**src/rtl/core/dpct_pkg.sv**
```systemverilog
// Package for the disc pair collision time block: widths, status codes and
// the record that passes from the classifier to the time unit.
// No dependencies.
`timescale 1ns / 1ps

package dpct_pkg;

    localparam int COORD_BITS     = 24;
    localparam int TIME_FRAC_BITS = 16;
    localparam int TIME_BITS      = 40;
    localparam int TOL_W          = 24;

    localparam int DIFF_W  = COORD_BITS + 1;   // position and velocity differences
    localparam int PROD_W  = 2 * DIFF_W;
    localparam int DOT_W   = PROD_W + 1;       // dot products, signed
    localparam int E_W     = DOT_W + 1;        // drdr - sigma^2
    localparam int HALF_W  = DIFF_W;
    localparam int MAG_W   = 2 * HALF_W;       // magnitudes fed to split multiplies
    localparam int WIDE_W  = 2 * MAG_W;
    localparam int D_W     = WIDE_W + 2;       // discriminant, signed, even width
    localparam int ROOT_W  = D_W / 2;
    localparam int REM_W   = ROOT_W + 3;
    localparam int N_W     = DOT_W + 2;
    localparam int SHIFT_W = TIME_BITS - TIME_FRAC_BITS;
    localparam int CMP_W   = DOT_W + SHIFT_W;

    localparam logic [TOL_W-1:0] TOL_RESET = TOL_W'(2814750);

    typedef enum logic [1:0] {
        ST_HIT       = 2'd0,
        ST_NEVER     = 2'd1,
        ST_OVERLAP   = 2'd2,
        ST_SATURATED = 2'd3
    } status_t;

    typedef struct packed {
        status_t                 status;
        logic                    need;     // time still to be worked out
        logic signed [D_W-1:0]   d;
        logic [DOT_W-1:0]        ndvdr;    // -dvdr
        logic [DOT_W-1:0]        dvdv;
    } work_t;

endpackage

```
**src/rtl/core/dpct_fifo.sv**
```systemverilog
// Two-entry queue between the classifier and the time unit.
// Depends on dpct_pkg.
`timescale 1ns / 1ps

module dpct_fifo (
    input  logic            clk,
    input  logic            rst_n,
    input  logic            push,
    input  dpct_pkg::work_t push_data,
    output logic            full,
    input  logic            pop,
    output logic            empty,
    output dpct_pkg::work_t head
);
    import dpct_pkg::*;

    work_t      mem_reg [2];
    logic       wr_ptr_reg, rd_ptr_reg;
    logic [1:0] cnt_reg;

    assign full  = (cnt_reg == 2'd2);
    assign empty = (cnt_reg == 2'd0);
    assign head  = mem_reg[rd_ptr_reg];

    always_ff @(posedge clk or negedge rst_n)
    begin
        if (!rst_n)
        begin
            wr_ptr_reg <= 1'b0;
            rd_ptr_reg <= 1'b0;
            cnt_reg    <= 2'd0;
        end
        else
        begin
            if (push)
                wr_ptr_reg <= !wr_ptr_reg;
            if (pop)
                rd_ptr_reg <= !rd_ptr_reg;
            cnt_reg <= cnt_reg + 2'(push) - 2'(pop);
        end
    end

    always_ff @(posedge clk)
    begin
        if (push)
            mem_reg[wr_ptr_reg] <= push_data;
    end

endmodule

```
**config.mk**
```make
export PLATFORM = sky130hd
export DESIGN_NAME = dpct_fifo
export DESIGN_NICKNAME = d
export VERILOG_FILES = /design/src/rtl/core/dpct_pkg.sv /design/src/rtl/core/dpct_fifo.sv
export SDC_FILE = /design/constraint.sdc
export NUM_CORES = 1
export LEC_CHECK = 0
export BUFFER_PORTS_ARGS = -buffer_cell sky130_fd_sc_hd__buf_2
export CAP_MARGIN = 20
export CORE_UTILIZATION = 52
export CTS_CLUSTER_SIZE = 10
export DETAILED_ROUTE_END_ITERATION = 8
export GPL_ROUTABILITY_DRIVEN = 1
export PLACE_DENSITY = 0.9
export SYNTH_ARGS = -nofsm -noshare
export SYNTH_HDL_FRONTEND = slang
export SYNTH_SLANG_ARGS = --single-unit
```
**constraint.sdc**
```tcl
create_clock -name clk -period 12.91 [get_ports clk]
set_input_delay 2.582 -clock clk [delete_from_list [all_inputs] [get_ports clk]]
set_output_delay 2.582 -clock clk [all_outputs]
set_load 0.02 [all_outputs]
```
# After elaboration in Yosys (flattened, before gate mapping)
# Memory sizes are Yosys's and may differ from the RTL's.
# Cells that the tools add are included.
[classes]
n_addsub = 2
n_mux = 2
eq_ne = 1
n_reduce_logical = 3
[op_table]
columns = ["operator", "n"]
rows = [
  ["adder 2 x 1 -> 2 bit", 1],
  ["equality test 2 bit, second input constant", 1],
  ["zero test 1 bit", 2],
  ["zero test 2 bit", 1],
  ["two-way mux 1 bit", 2],
  ["subtractor 2 x 1 -> 2 bit", 1],
]
[totals]
word_cells = 12
mem_bits_rw = 414
in_bits = 211
memories = 1
reg_bits = 4
out_inout_bits = 209
[memory_table]
columns = ["memory", "words", "width", "read_ports", "rd_ports_with_merged_regs", "wr", "line_no", "rtl"]
rows = [
  ["mem_reg", 2, 207, 1, 0, 1, "dpct_fifo.sv:17", "work_t mem_reg [2];"],
]

# Logic depth before layout (Yosys ltp)
[depth]
depth_word = 2
mapped_depth = 5
ltp_nobuf = 5

# Worst setup path after synthesis
# No wires, ideal clock.
[synth_path]
path_kind = "input to register"
startpoint = "input push"
endpoint = "memory mem_reg[0][0] in the netlist's numbering (enable)"
required_time_ns = 12.108
cell_stages = 1
n_path_buf = 0
arrival_ns = 11.505
setup_ns = 0.802
slack_ns = 0.603
path_cell_list = "nor2b_1"
[synth_via]
elab_chain_len = 2
[synth_rtl]
columns = ["item", "line_no", "rtl"]
rows = [
  ["start: declaration", "dpct_fifo.sv:8", "input logic push,"],
  ["two-way mux 1 bit", "dpct_fifo.sv:45", "if (push)"],
  ["two-way mux 1 bit (implied by the code)", "dpct_fifo.sv:46", "mem_reg[wr_ptr_reg] <= push_data;"],
  ["end: declaration", "dpct_fifo.sv:17", ""],
]
# Every way passes these cells.

==> results.json <==
{
  "max_freq_mhz": 164.7,
  "synthesis.area_per_instance_um2": 23.59,
  "holdCritPathClass": "reg2reg",
  "slew_headroom_pct": 27.15,
  "finalHoldViolCount": 0,
  "pre_cts_slack_ns": 7.396,
  "final_util_pct": 66.73,
  "max_ffs_per_register": 414,
  "power.density_nw_per_um2": 236.5,
  "placed_cells": 1447,
  "layout_common_cells": "419 x buf_2, 414 x edfxtp_1, 106 x mux2_2, 101 x mux2_4, 51 x clkbuf_16",
  "final.setup.tns_ns": 0,
  "clock_pin_slew_of_the_registers_on_the_worst_case_setup_and_hold_paths_ns": 0.05,
  "synth.yosys.warnings": 0,
  "outcome": "finished clean",
  "cts_buffer_depth": 3,
  "syn-num-nets": 872,
  "post_drt_wl_per_cell_um": 21.37,
  "crit_fanout": 66,
  "final_nets": 1327,
  "power.ir.vdd_worst_mv": 0.1872,
  "final_setup_skew_ns": 0.01312,
  "antenna_found_initial": 4,
  "detailed_place_hpwl_mm": 21.81,
  "cellLeakagePower_nw": 7.607,
  "post_layout_nonfiller_instances": 1526,
  "fp.coreArea_um2": 29090,
  "grt_pass1_wl_mm": 47.73,
  "floorplan.initialDensity_pct": 53.45,
  "post_cts.repair.setup_buffers": 0,
  "worstMarginPinSlew_ns": 1.093,
  "timing.critical_path.from_type": "register",
  "synthesis.instances": 659,
  "dieHeight_um": 174.9,
  "cts_tree": "built",
  "cts_root_buffer": "clkbuf_16",
  "cts-hold-fix-buffers": 0,
  "grt.total_usage_pct": 20.83,
  "grt_ovf": 0,
  "syn2layout_area_growth_pct": 24.85,
  "routed_via_density": 5.227,
  "slew_viol_final": 0,
  "std_cell_rows": 62,
  "first_iter_violations": 634,
  "finalSetupViolCount": 0,
  "cts.sinks": 418,
  "grt_setup_unrepaired": "no",
  "die_x_um": 174.9,
  "worst_setup_path_end_kind": "output pin",
  "tritoncts.num_buffers": 49,
  "worst_hold_path.num_cells": 1,
  "fin_ws_ns": 6.839,
  "period_share_pct": 47.02,
  "placed_cell_area_um2": 17990,
  "ys_ff_latch": 418,
  "post_synth_num_cell_types": 13,
  "finalWirelength_mm": 32.61,
  "grt_max_degree": 83,
  "vias_in_the_first_global_route": 8336,
  "cp_data_required_time_ns": 10.33,
  "gpl.final_weighted_congestion": 0.8624,
  "synth_sequential_area_ratio_pct": 80.61,
  "period_needed_ns": 6.071,
  "worstSkewPairLatency_ns": 0.52,
  "io_buf_count": 419,
  "post_cts_resized": 0,
  "drc": 0,
  "dr_total_vias": 7977,
  "worst-r2r-cell-count": 3,
  "cts-htree-levels": 2,
  "post_route_cells_drive_above_1_share_pct": 60.84,
  "crit_arrival_ns": 3.49,
  "ant_nets": 0,
  "max_cap_viol_count": 0,
  "netlist_area_um2": 15550,
  "worst-setup-path-type": "reg2out",
  "postLayoutCellArea_um2": 19410,
  "most_common_cell_after_layout_fill_and_taps_aside": "buf_2",
  "dr.pass1.iters": 5,
  "fp.dieArea_um2": 30590,
  "io_pins": 420
}
-- worst paths after layout --
path | slack (ns) | from | endpoint
worst max-delay path | 6.84 | rd_ptr_reg | head[40]
worst min-delay path | 0.55 | wr_ptr_reg | wr_ptr_reg
worst max register to register | 10.29 | wr_ptr_reg | mem_reg[0][86]
worst min register to register | 0.55 | wr_ptr_reg | wr_ptr_reg
max in group asynchronous | 10.92 | rst_n | rd_ptr_reg
min in group asynchronous | 1.85 | rst_n | rd_ptr_reg
-- cells in the mapped netlist --
| cell type | number | area share, % |
|---|---|---|
| xor2_1 | 2 | 0.11 |
| buf_2 | 8 | 0.26 |
| edfxtp_1 | 414 | 80 |
| dfrtp_1 | 4 | 0.64 |
| inv_1 | 2 | 0.048 |
| nor2_1 | 1 | 0.024 |
| mux2_2 | 106 | 7.7 |
| mux2_4 | 101 | 9.8 |
| nor2b_1 | 2 | 0.080 |
| xor3_1 | 1 | 0.15 |
| ha_1 | 2 | 0.16 |
| and2_1 | 1 | 0.040 |
| buf_6 | 15 | 1.1 |
-- routing by layer --
layer  global-route usage, %  vias up  share of wire [%]
li1                        -     3540                  -
met1                   24.60     3986                 37
met2                   37.09      393                 52
met3                   5.918       56                9.0
met4                   5.797        2                1.9
met5                       0        -              0.040
-- power breakdown --
part           total [mW]  leakage, nW  internal, mW  switching (mW)
clock network        1.22        0.675         0.736           0.483
logic                1.48         3.00         0.611           0.868
registers            1.89         3.93          1.81          0.0837
total                4.59         7.61          3.16            1.43
-- worst max-delay path, stage by stage, from the launching register on --
cell and delay (ns):
dfrtp_4 0.61, buf_4 0.76, buf_4 0.87, mux2_2 0.42
buf_2 0.16
-- area by class of cell --
| cell class | count | area (um^2) |
|---|---|---|
| Inverter | 2 | 7.507 |
| Clock inverter | 5 | 62.56 |
| Fill cell | 1848 | 9679 |
| Clock buffer | 71 | 1351 |
| Sequential cell | 418 | 12540 |
| Tap cell | 384 | 480.5 |
| Multi-Input combinational cell | 216 | 2809 |
| Antenna cell | 3 | 7.507 |
| Timing Repair Buffer | 427 | 2157 |
-- kinds of logic (layout without fill, tap and decap cells) --
logic type,after synthesis,after routing,share of synthesized area [%]
AND/OR/NAND/NOR,4,4,0.1448
XOR/XNOR,3,3,0.2656
other,0,3,0
adder cells (fa/ha/maj),2,2,0.1609
buffers and inverters,25,505,1.392
flip-flops,418,418,80.61
multiplexers,207,207,17.43
-- per-stage QoR --
step | hold slack (ns) | power [mW]
floorplan | 0.4555 | 3.049
global placement | 0.5288 | 3.348
detailed placement | 0.5444 | 3.399
CTS | 0.5505 | 4.629
global route | 0.5904 | 4.763
finish | 0.5474 | 4.590
No activity file was read; power rests on OpenSTA's default activity.
